### src/rtp_pkg.sv
// Shared types, character codes and digit decode for the radix integer text parser.
package rtp_pkg;

	// One input word: a byte of text and its end-of-string mark
	typedef struct packed {
		logic [7:0] char_code;
		logic       last_char;
	} char_word_t;

	// One result word
	typedef struct packed {
		logic signed [63:0] value;
		logic               is_nan;
		logic               saturated;
	} result_word_t;

	// Parse phase
	typedef enum logic [2:0] {
		PH_SKIP,
		PH_SIGN,
		PH_ZERO,
		PH_PREFIX,
		PH_DIGITS,
		PH_DONE
	} phase_t;

	localparam logic [63:0] LIMIT_MAG = 64'h8000_0000_0000_0000;
	localparam logic [63:0] MAX_POS   = 64'h7FFF_FFFF_FFFF_FFFF;

	localparam logic [5:0] RADIX_DEFAULT = 6'd10;
	localparam logic [5:0] RADIX_MIN     = 6'd2;
	localparam logic [5:0] RADIX_MAX     = 6'd36;
	localparam logic [5:0] RADIX_HEX     = 6'd16;
	localparam logic [5:0] NOT_DIGIT     = 6'd63;

	localparam logic [7:0] CH_TAB   = 8'd9;
	localparam logic [7:0] CH_CR    = 8'd13;
	localparam logic [7:0] CH_SPACE = 8'd32;
	localparam logic [7:0] CH_PLUS  = 8'h2B;
	localparam logic [7:0] CH_MINUS = 8'h2D;
	localparam logic [7:0] CH_0     = 8'h30;
	localparam logic [7:0] CH_9     = 8'h39;
	localparam logic [7:0] CH_UP_A  = 8'h41;
	localparam logic [7:0] CH_UP_X  = 8'h58;
	localparam logic [7:0] CH_UP_Z  = 8'h5A;
	localparam logic [7:0] CH_LO_A  = 8'h61;
	localparam logic [7:0] CH_LO_X  = 8'h78;
	localparam logic [7:0] CH_LO_Z  = 8'h7A;

	// Decode a byte into its digit value, NOT_DIGIT for anything else
	function automatic logic [5:0] digit_value(input logic [7:0] c);
		logic [7:0] d;
		d = 8'd0;
		if (c >= CH_0 && c <= CH_9) begin
			d = c - CH_0;
			return d[5:0];
		end else if (c >= CH_LO_A && c <= CH_LO_Z) begin
			d = c - CH_LO_A + 8'd10;
			return d[5:0];
		end else if (c >= CH_UP_A && c <= CH_UP_Z) begin
			d = c - CH_UP_A + 8'd10;
			return d[5:0];
		end
		return NOT_DIGIT;
	endfunction

endpackage

### src/radix_integer_text_parser_unit.sv
// Top level of the radix integer text parser: input stage, parse state and result register.
//
// Usage:
//   Text enters on the src channel one byte per word (src_word.char_code), with
//   src_word.last_char set on the final byte of a string. A word moves when
//   src_valid is high and src_stall is low. One result word per string leaves
//   on the res channel (res_valid / res_stall) after its last byte: the signed
//   value, is_nan (no digit parsed or radix invalid) and saturated (the
//   magnitude left the signed 64-bit range). Bytes that are not last give no
//   result. The user must write the base on cfg (cfg_valid / cfg_ready,
//   always ready) only while no string is in flight; the block itself does
//   not enforce it. 0 selects base 10. Throughput: one byte per cycle while
//   src_stall is low; the per-byte multiply-add by the radix and its overflow
//   compare form the single stage between input and result registers, and the
//   parse state feeds back into it on each byte that advances.
//   Reset clears the parse state, the radix (base 10) and both valid flags.
//   A stalled result holds in the result register; further non-last bytes
//   keep flowing, and src_stall rises only when a last byte finds the result
//   register full and stalled.
module radix_integer_text_parser_unit
	import rtp_pkg::*;
(
	input  logic         clk,
	input  logic         arst_n,
	input  logic         cfg_valid,
	output logic         cfg_ready,
	input  logic [5:0]   cfg_radix,
	input  logic         src_valid,
	output logic         src_stall,
	input  char_word_t   src_word,
	output logic         res_valid,
	input  logic         res_stall,
	output result_word_t res_word
);

	logic [5:0]   radix_q;
	logic         valid_s1;
	char_word_t   word_s1;
	phase_t       phase_q;
	logic [63:0]  mag_q;
	logic         neg_q;
	logic         ovf_q;
	logic         seen_q;
	logic         res_valid_q;
	result_word_t res_word_q;

	logic         out_free;
	logic         advance;
	logic         r_ok;
	logic [5:0]   r_val;
	logic [7:0]   c;
	logic [5:0]   dig;
	logic         is_digit;
	logic         is_ws;
	logic         is_sign;
	logic         is_x;
	phase_t       after_sign;
	phase_t       phase_d;
	logic         acc_en;
	logic         neg_d;
	logic [69:0]  prod;
	logic [63:0]  mag_d;
	logic         ovf_d;
	logic         seen_d;
	result_word_t res_d;

	// Config port: always ready
	assign cfg_ready = 1'b1;

	always_ff @(posedge clk or negedge arst_n) begin
		if (!arst_n) begin
			radix_q <= 6'd0;
		end else if (cfg_valid) begin
			radix_q <= cfg_radix;
		end
	end

	// Handshake: advance the input stage unless a last byte meets a blocked result
	assign out_free  = !res_valid_q || !res_stall;
	assign advance   = valid_s1 && (!word_s1.last_char || out_free);
	assign src_stall = valid_s1 && !advance;

	always_ff @(posedge clk or negedge arst_n) begin
		if (!arst_n) begin
			valid_s1 <= 1'b0;
		end else if (!src_stall) begin
			valid_s1 <= src_valid;
		end
	end

	always_ff @(posedge clk) begin
		if (!src_stall && src_valid) begin
			word_s1 <= src_word;
		end
	end

	// Decode radix and byte
	always_comb begin
		r_ok  = 1'b0;
		r_val = RADIX_DEFAULT;
		if (radix_q == 6'd0) begin
			r_ok = 1'b1;
		end else if (radix_q inside {[RADIX_MIN:RADIX_MAX]}) begin
			r_ok  = 1'b1;
			r_val = radix_q;
		end
	end

	assign c        = word_s1.char_code;
	assign dig      = digit_value(c);
	assign is_digit = r_ok && (dig < r_val);
	assign is_ws    = (c inside {[CH_TAB:CH_CR]}) || (c == CH_SPACE);
	assign is_sign  = (c == CH_PLUS) || (c == CH_MINUS);
	assign is_x     = (c == CH_LO_X) || (c == CH_UP_X);

	// Phase after the first byte past the sign position
	always_comb begin
		if (!is_digit) begin
			after_sign = PH_DONE;
		end else if (dig == 6'd0 && r_val == RADIX_HEX) begin
			after_sign = PH_ZERO;
		end else begin
			after_sign = PH_DIGITS;
		end
	end

	// Next phase
	always_comb begin
		case (phase_q)
			PH_SKIP: begin
				if (is_ws) begin
					phase_d = PH_SKIP;
				end else if (is_sign) begin
					phase_d = PH_SIGN;
				end else begin
					phase_d = after_sign;
				end
			end
			PH_SIGN: begin
				phase_d = after_sign;
			end
			PH_ZERO: begin
				if (is_x) begin
					phase_d = PH_PREFIX;
				end else if (!is_digit) begin
					phase_d = PH_DONE;
				end else begin
					phase_d = PH_DIGITS;
				end
			end
			PH_PREFIX, PH_DIGITS: begin
				phase_d = is_digit ? PH_DIGITS : PH_DONE;
			end
			default: begin
				phase_d = PH_DONE;
			end
		endcase
	end

	// Phase outputs: digit take and sign capture
	always_comb begin
		acc_en = 1'b0;
		neg_d  = neg_q;
		case (phase_q)
			PH_SKIP: begin
				if (is_sign) begin
					neg_d = (c == CH_MINUS);
				end else if (!is_ws) begin
					acc_en = is_digit;
				end
			end
			PH_SIGN, PH_PREFIX, PH_DIGITS: begin
				acc_en = is_digit;
			end
			PH_ZERO: begin
				acc_en = is_digit && !is_x;
			end
			default: begin
				acc_en = 1'b0;
			end
		endcase
	end

	// Multiply-add by the radix; overflow when the new magnitude passes 2^63
	assign prod = 70'(mag_q) * 70'(r_val) + 70'(dig);

	always_comb begin
		mag_d  = mag_q;
		ovf_d  = ovf_q;
		seen_d = seen_q;
		if (acc_en) begin
			seen_d = 1'b1;
			if (!ovf_q) begin
				if (prod > 70'(LIMIT_MAG)) begin
					ovf_d = 1'b1;
				end else begin
					mag_d = prod[63:0];
				end
			end
		end
	end

	// Form the result word from the updated state
	always_comb begin
		res_d.value     = '0;
		res_d.is_nan    = 1'b0;
		res_d.saturated = 1'b0;
		if (!r_ok || !seen_d) begin
			res_d.is_nan = 1'b1;
		end else if (neg_d) begin
			if (ovf_d) begin
				res_d.value     = $signed(LIMIT_MAG);
				res_d.saturated = 1'b1;
			end else begin
				res_d.value = $signed(64'd0 - mag_d);
			end
		end else begin
			if (ovf_d || mag_d > MAX_POS) begin
				res_d.value     = $signed(MAX_POS);
				res_d.saturated = 1'b1;
			end else begin
				res_d.value = $signed(mag_d);
			end
		end
	end

	// Parse state: update per byte, clear after the last one
	always_ff @(posedge clk or negedge arst_n) begin
		if (!arst_n) begin
			phase_q <= PH_SKIP;
			mag_q   <= '0;
			neg_q   <= 1'b0;
			ovf_q   <= 1'b0;
			seen_q  <= 1'b0;
		end else if (advance) begin
			if (word_s1.last_char) begin
				phase_q <= PH_SKIP;
				mag_q   <= '0;
				neg_q   <= 1'b0;
				ovf_q   <= 1'b0;
				seen_q  <= 1'b0;
			end else begin
				phase_q <= phase_d;
				mag_q   <= mag_d;
				neg_q   <= neg_d;
				ovf_q   <= ovf_d;
				seen_q  <= seen_d;
			end
		end
	end

	// Result register: load on a last byte, drop once taken
	always_ff @(posedge clk or negedge arst_n) begin
		if (!arst_n) begin
			res_valid_q <= 1'b0;
		end else if (advance && word_s1.last_char) begin
			res_valid_q <= 1'b1;
		end else if (res_valid_q && !res_stall) begin
			res_valid_q <= 1'b0;
		end
	end

	always_ff @(posedge clk) begin
		if (advance && word_s1.last_char) begin
			res_word_q <= res_d;
		end
	end

	assign res_valid = res_valid_q;
	assign res_word  = res_word_q;

	// Checks
	a_mag_bound: assert property (@(posedge clk) disable iff (!arst_n)
		mag_q <= LIMIT_MAG)
		else $error("magnitude above 2^63");

	a_nan_clean: assert property (@(posedge clk) disable iff (!arst_n)
		res_valid_q && res_word_q.is_nan |-> res_word_q.value == '0 && !res_word_q.saturated)
		else $error("NaN result carries value or saturation");

	a_sat_extreme: assert property (@(posedge clk) disable iff (!arst_n)
		res_valid_q && res_word_q.saturated |->
			(res_word_q.value == $signed(MAX_POS) || res_word_q.value == $signed(LIMIT_MAG)))
		else $error("saturated result not at an extreme");

	a_stall_cause: assert property (@(posedge clk) disable iff (!arst_n)
		src_stall |-> valid_s1 && word_s1.last_char && res_valid_q && res_stall)
		else $error("input stalled without a blocked result");

	a_clear_after_last: assert property (@(posedge clk) disable iff (!arst_n)
		advance && word_s1.last_char |=> phase_q == PH_SKIP && !seen_q)
		else $error("parse state not cleared after last byte");

endmodule

### config.mk
export PLATFORM = sky130hd
export DESIGN_NAME = radix_integer_text_parser_unit
export DESIGN_NICKNAME = d
export VERILOG_FILES = /design/src/rtp_pkg.sv /design/src/radix_integer_text_parser_unit.sv
export SDC_FILE = /design/constraint.sdc
export NUM_CORES = 1
export LEC_CHECK = 0
export BUFFER_PORTS_ARGS = -buffer_cell sky130_fd_sc_hd__buf_4
export CORE_MARGIN = 4
export CORE_UTILIZATION = 60
export DETAILED_ROUTE_END_ITERATION = 6
export PLACE_DENSITY = 0.89
export SYNTH_ARGS = -nofsm -noshare
export SYNTH_HDL_FRONTEND = slang
export SYNTH_SLANG_ARGS = --single-unit
### constraint.sdc
create_clock -name clk -period 22.8 [get_ports clk]
set_input_delay 5.7 -clock clk [delete_from_list [all_inputs] [get_ports clk]]
set_output_delay 5.7 -clock clk [all_outputs]
set_load 0.02 [all_outputs]
# Word-level counts from Yosys, hierarchy flattened
# Cells that the tools add are included.
# Widths: inputs -> output; s select.
# totals
ff_bits	153
latch_bits	0
ram_bits	0
mem_bits_ro	0
inputBits	20
out_inout_bits	69
elab_cells	122
n_memories	0
# classes
add_sub_neg	7
multipliers	1
div_mod_pow	0
order_cmp	13
n_eq_ne	10
shifts	0
muxes	44
bitwise	0
n_reduce_logical	34
# ops
cell	n
$mux 64	7
$add 70x6->70	1
$gt 70x64->1 const B	1
$mul 64x6->70	1
$gt 64x63->1 const B	1
$sub 1x64->64 const A	1
$mux 6	6
$eq 8x6->1 const B	3
$mux 1	23
$mux 3	6
$eq 8x7->1 const B	2
$ge 8x7->1 const B	2
$le 8x7->1 const B	2
$logic_and 1x1->1	13
$add 6x4->6 const B	2
$logic_not 6->1	2
$pmux 3 s4	1
$sub 6x6->6 const B	2
$ge 8x4->1 const B	1
$ge 8x6->1 const B	1
$le 8x4->1 const B	1
$le 8x6->1 const B	1
$logic_not 1->1	8
$logic_or 1x1->1	7
13 further kinds	14

# Logic depth before layout (Yosys ltp)
# depth
word_depth	16
ltp_mapped	37
depth_no_buf	29

# Least setup slack after synthesis
# No wires, ideal clock.
# synth_timing
path_type	in2out
from	in res_stall
to	out src_stall
t_arrival_ps	5979
t_required_ps	17100
setup_slack_ps	11121
cell_stages	2
n_path_buf	0
path_cell_list	nand4_1 -> inv_1
# synth_between
elab_chain_cells	6
# synth_rtl
element	line	source
start, declared	radix_integer_text_parser_unit.sv:32	input logic res_stall,
$logic_not 1->1	radix_integer_text_parser_unit.sv:79	assign out_free = !res_valid_q || !res_stall;
$logic_or 1x1->1	radix_integer_text_parser_unit.sv:79	
$logic_or 1x1->1	radix_integer_text_parser_unit.sv:80	assign advance = valid_s1 && (!word_s1.last_char || out_free);
$logic_and 1x1->1	radix_integer_text_parser_unit.sv:80	
$logic_not 1->1	radix_integer_text_parser_unit.sv:81	assign src_stall = valid_s1 && !advance;
$logic_and 1x1->1	radix_integer_text_parser_unit.sv:81	
end, declared	radix_integer_text_parser_unit.sv:29	output logic src_stall,
# No other way between the ends.

# Worst setup path after layout
# layout_timing
from	reg radix_q[2]
to	reg res_word_q (netlist bit res_word[39]) (data pin)
# layout_between
elab_chain_cells	14
elab_cells_between_ends	33
cone_classes	add/sub (2); mul (1); order compare (5); mux (17); reduce/logical (8)
# layout_rtl
element	line	source
start, declared	radix_integer_text_parser_unit.sv:36	logic [5:0] radix_q;
start signal, assigned	radix_integer_text_parser_unit.sv:74	radix_q <= cfg_radix;
$ge 6x2->1 / $le 6x6->1 (equally long branches)	radix_integer_text_parser_unit.sv:103	end else if (radix_q inside {[RADIX_MIN:RADIX_MAX]}) begin
$logic_and 1x1->1	radix_integer_text_parser_unit.sv:103	
$mux 6	radix_integer_text_parser_unit.sv:103	
$mux 6	radix_integer_text_parser_unit.sv:101	if (radix_q == 6'd0) begin
$mul 64x6->70 / $lt 6x6->1 (equally long branches)	radix_integer_text_parser_unit.sv:185, radix_integer_text_parser_unit.sv:111	
$add 70x6->70 / $logic_and 1x1->1 (equally long branches)	radix_integer_text_parser_unit.sv:185, radix_integer_text_parser_unit.sv:111	
$gt 70x64->1 / $mux 1 (equally long branches)	radix_integer_text_parser_unit.sv:194, radix_integer_text_parser_unit.sv:168	
$mux 64 / $mux 1 (equally long branches)	radix_integer_text_parser_unit.sv:194, radix_integer_text_parser_unit.sv:166	
$mux 64 / $pmux 1 s3 (equally long branches)	radix_integer_text_parser_unit.sv:193, radix_integer_text_parser_unit.sv:164	
$mux 64	radix_integer_text_parser_unit.sv:191	if (acc_en) begin
$gt 64x63->1	radix_integer_text_parser_unit.sv:218	if (ovf_d || mag_d > MAX_POS) begin
$logic_or 1x1->1	radix_integer_text_parser_unit.sv:218	
$mux 64	radix_integer_text_parser_unit.sv:218	
$mux 64	radix_integer_text_parser_unit.sv:210	end else if (neg_d) begin
end signal, assigned	radix_integer_text_parser_unit.sv:265	res_word_q <= res_d;
end, declared	radix_integer_text_parser_unit.sv:45	result_word_t res_word_q;
# Parallel ways exist; a longest one is shown, timed or not.
# A chain may end at the register's enable or synchronous reset.

==> metrics.md <==
| Metric | Value |
|---|---|
| Result of the run | complete, but fails checks |
| Failing checks | DRC |
| Cell count of the worst hold path | 2 |
| Static power due to leakage | 12.2 nW |
| Leading area contributor after synthesis | sky130_fd_sc_hd__fa_1 |
| Largest net degree at the start of global routing | 79 |
| Setup TNS Final | 0 ns |
| Largest cells by area after synthesis | sky130_fd_sc_hd__fa_1 21%, sky130_fd_sc_hd__edfxtp_1 9.2%, sky130_fd_sc_hd__ha_1 8.2% |
| Crit. End Element | flop |
| Power density relative to cell area | 41.7 nW/µm² |
| Post-synthesis register bit count | 153 |
| Worst hold path endpoint | neg_q$_DFFE_PN0P_ |
| Count of endpoints failing setup in the final report | 0 |
| Nets in the synthesized netlist | 3203 |
| DR iter-0 viols | 2941 |
| Number of nets in the final layout | 3142 |
| Total routing resource utilization after global routing | 36.3% |
| Detail-routed via count per cell | 7.03 |
| WS Path Type | flop to flop |
| Num CTS Buffers | 17 |
| Ports | 89 |
| Instance count after placement with tap cells included | 3216 |
| Slew @ Worst Pin | 1.38 ns |
| Yosys warning total | 0 |
| Critical path's slowest cell | sky130_fd_sc_hd__a2111oi_0 |
| Final cell utilization of the core | 64.4% |
| Number of buffers inserted to repair setup after CTS | 0 |
| Total cell area at the placement stage | 25100 µm² |
| Count of cells along the worst register-to-register path | 30 |
| Routed WL per cell | 24.8 µm |
| Initial standard-cell utilization of the core | 61.1% |
| Non-filler cells in the finished layout | 3248 |
| Routed Antenna Nets | 0 |
| Via count | 22800 |
| Startpoint kind of the worst setup timing path | flop |
| Total DRC errors in the routed layout | 11 |
| Commonest register cell after synthesis | sky130_fd_sc_hd__dfrtp_1 |
| TritonCTS clock tree | yes |
| Synth Cell Area | 24400 µm² |
| Hold bufs inserted after CTS | 0 |
| Number of cell rows | 73 |
| H-tree Lvls | 4 |
| Diodes inserted | 0 |
| FF-to-FF End | res_word[39]$_SDFFCE_PP0P_ |
| CTS-repair resized insts | 0 |
| Max-cap viol count | 0 |
| IR Drop Worst-Case VDD | 0.0000641 V |
| Final Cycle Share | 53.5% |
| Share of flip-flops with an asynchronous set or reset after synthesis | 51.0% |
| Antenna violations before repair | 3 |
| Total congestion overflow after global routing | 0 |
| Post-Syn Instances | 2771 |
| Reg-to-reg startpoint | radix_q[2]$_DFFE_PN0P_ |
| Total number of clock tree sinks | 153 |
| Portion of synthesized cell area occupied by the leading cell type | 20.7% |
| Post-synth EDFFs | 75 |
| Share of final-layout standard cells stronger than drive strength 1 | 8.92% |
| Port Buf Inserts | 87 |
| First-pass GRT wire length | 128000 µm |
| Sum of routed wire length over all layers | 80700 µm |
| Floorplan die height | 210 µm |
| Buffer levels on the longest clock path | 2 |
| Area overhead of the layout relative to synthesis | 5.32% |
| Hpwl dp | 60200 µm |
| Final-report hold violation count | 0 |
| Vias in the first global route | 23200 |
| Highest clock rate | 82.0 MHz |
| Die area | 43900 µm² |
| Worst R2R Setup Slack | 10.61 ns |
| Worst relative slew slack | 7.32% |
| RSZ-0062 raised after global routing | no |
| CTS Root Buffer Type | sky130_fd_sc_hd__clkbuf_16 |
| Synth unique cells | 106 |
| Crit path largest cell delay | 1.10 ns |
| Final max-slew violation count | 0 |
| Die outline width | 210 µm |
| Clock-pin slew of the registers on the worst-case setup and hold paths | 0.07 ns |
| WP data arrival | 12.29 ns |
| Worst-Skew Late Latency | 0.45 ns |
| Final min period | 12.19 ns |
| Post-synthesis area per instance | 8.80 µm² |
| Sequential fraction of the synthesis area | 17.2% |
| Layout fillers | 3215 |
| Final weighted congestion in routability-driven placement | 1.04 |
| Most frequent cells after synthesis | 306 x sky130_fd_sc_hd__and2_1, 267 x sky130_fd_sc_hd__nand2_1, 252 x sky130_fd_sc_hd__fa_1 |
| HP Class | flop to flop |
| Crit path top cell by count | sky130_fd_sc_hd__fa_1 |
| Post-route clock skew | 0.0125 ns |
| Std-Cell Core Area | 39900 µm² |
| Launch instance of the worst min-delay path | neg_q$_DFFE_PN0P_ |
| Summed area of non-filler cells in the final layout | 25700 µm² |
| Initial DRT Pass Iterations | 7 |
| Most used standard cell by instance count after synthesis | sky130_fd_sc_hd__and2_1 |
| Data required, critical path | 22.90 ns |
| CP max FO | 64 |
report_power, final:
group | total, mW | switching, mW | leakage [nW] | internal, mW
Sequential | 0.323 | 0.0177 | 1.79 | 0.305
Clock | 0.301 | 0.136 | 0.299 | 0.166
Combinational | 0.446 | 0.306 | 10.1 | 0.141
worst max-delay path by stage:
stage                                      start  depth (start not counted)                          to  slack [ns]
after global placement                 res_stall                          4                   src_stall       10.95
final                     radix_q[2]$_DFFE_PN0P_                         30  res_word[39]$_SDFFCE_PP0P_       10.61
after global routing      radix_q[2]$_DFFE_PN0P_                         31  res_word[10]$_SDFFCE_PP0P_       10.20
after floorplan                        res_stall                          2                   src_stall       11.12
after detailed placement               res_stall                          4                   src_stall       10.93
after CTS                 radix_q[2]$_DFFE_PN0P_                         31  res_word[10]$_SDFFCE_PP0P_       10.92
layout make-up:
cell class,count,area [µm²],area share (%)
Clock buffer,17,425,1.66
Clock inverter,15,178,0.692
Inverter,94,353,1.37
Multi-Input combinational cell,2336,19100,74.2
Sequential cell,153,4200,16.4
Tap cell,525,657,2.56
Timing Repair Buffer,108,811,3.16
cells by family (layout without fill, tap and decap cells):
| group | after synthesis | after routing | share of synthesized area, % |
|---|---|---|---|
| simple gates | 1133 | 1133 | 25.0 |
| compound gates | 632 | 632 | 17.5 |
| fa+ha+maj | 412 | 412 | 28.9 |
| buf+inv | 282 | 234 | 4.86 |
| flops | 153 | 153 | 17.2 |
| mux | 98 | 98 | 4.31 |
| xor+xnor | 60 | 60 | 2.15 |
| other cells | 1 | 1 | 0.0154 |
layout by cell type (no fill, tap or decap), types with 14 or more instances in the layout:
master	Yosys	final
sky130_fd_sc_hd__nor3_1	63	63
sky130_fd_sc_hd__xor2_1	31	31
sky130_fd_sc_hd__xnor2_1	29	29
sky130_fd_sc_hd__inv_1	94	94
sky130_fd_sc_hd__o21ai_0	162	162
sky130_fd_sc_hd__or2_2	15	15
sky130_fd_sc_hd__or4_1	15	15
sky130_fd_sc_hd__dfrtp_1	78	78
sky130_fd_sc_hd__a31oi_1	16	16
sky130_fd_sc_hd__a211oi_1	27	27
sky130_fd_sc_hd__nand2_1	267	266
sky130_fd_sc_hd__nor2b_1	16	15
sky130_fd_sc_hd__o21a_1	22	22
sky130_fd_sc_hd__a22o_1	14	14
sky130_fd_sc_hd__a221oi_1	20	19
sky130_fd_sc_hd__nand3_1	51	51
sky130_fd_sc_hd__edfxtp_1	75	75
sky130_fd_sc_hd__a21o_1	35	35
sky130_fd_sc_hd__clkbuf_16	0	17
sky130_fd_sc_hd__nand2b_1	31	28
sky130_fd_sc_hd__ha_1	160	160
sky130_fd_sc_hd__nor4_1	22	22
sky130_fd_sc_hd__nor2_1	143	143
sky130_fd_sc_hd__buf_4	7	108
sky130_fd_sc_hd__or3_1	26	26
sky130_fd_sc_hd__a21oi_1	144	143
sky130_fd_sc_hd__and3_1	74	73
sky130_fd_sc_hd__nand4_1	52	52
sky130_fd_sc_hd__o31ai_1	15	15
sky130_fd_sc_hd__o211ai_1	16	16
sky130_fd_sc_hd__and2_1	306	306
sky130_fd_sc_hd__mux2_2	30	30
sky130_fd_sc_hd__fa_1	252	252
sky130_fd_sc_hd__mux2i_1	64	64
layer usage:
metal	GRT usage (%)	part of all wire, %	wire length (µm)
met4	18.5	6.3	5100
met5	0	0.024	19
met2	57.8	46	37000
met3	7.92	11	8630
met1	46.8	37	30000
sequential cells by signal, summed over array words and instances, names as in the netlist:
register / cells
neg_q: 1
c: 8
radix_q: 6
valid_s1: 1
word_s1: 1
ovf_q: 1
phase_q: 3
seen_q: 1
mag_q: 64
res_valid: 1
res_word: 66
worst max-delay path: cells and delay by family (launching register included):
family / cells / cell delay [ns]
buffers and inverters: 6 / 1.43
and+or+nand+nor: 8 / 2.84
AOI/OAI and AO/OA: 9 / 3.80
muxes: 1 / 0.56
adders and majority gates: 5 / 2.50
DFF: 1 / 0.38
xor gates and xnor gates: 1 / 0.28
stage by stage:
step	total power, mW	worst slack (ns)	hold WS [ns]
floorplan	0.629	11.12	0.463
global placement	0.734	10.95	0.487
detailed placement	0.748	10.93	0.509
CTS	1.05	10.92	0.523
global route	1.11	10.20	0.573
finish	1.07	10.61	0.528
Note: power is estimated with default switching activity, not from simulation.
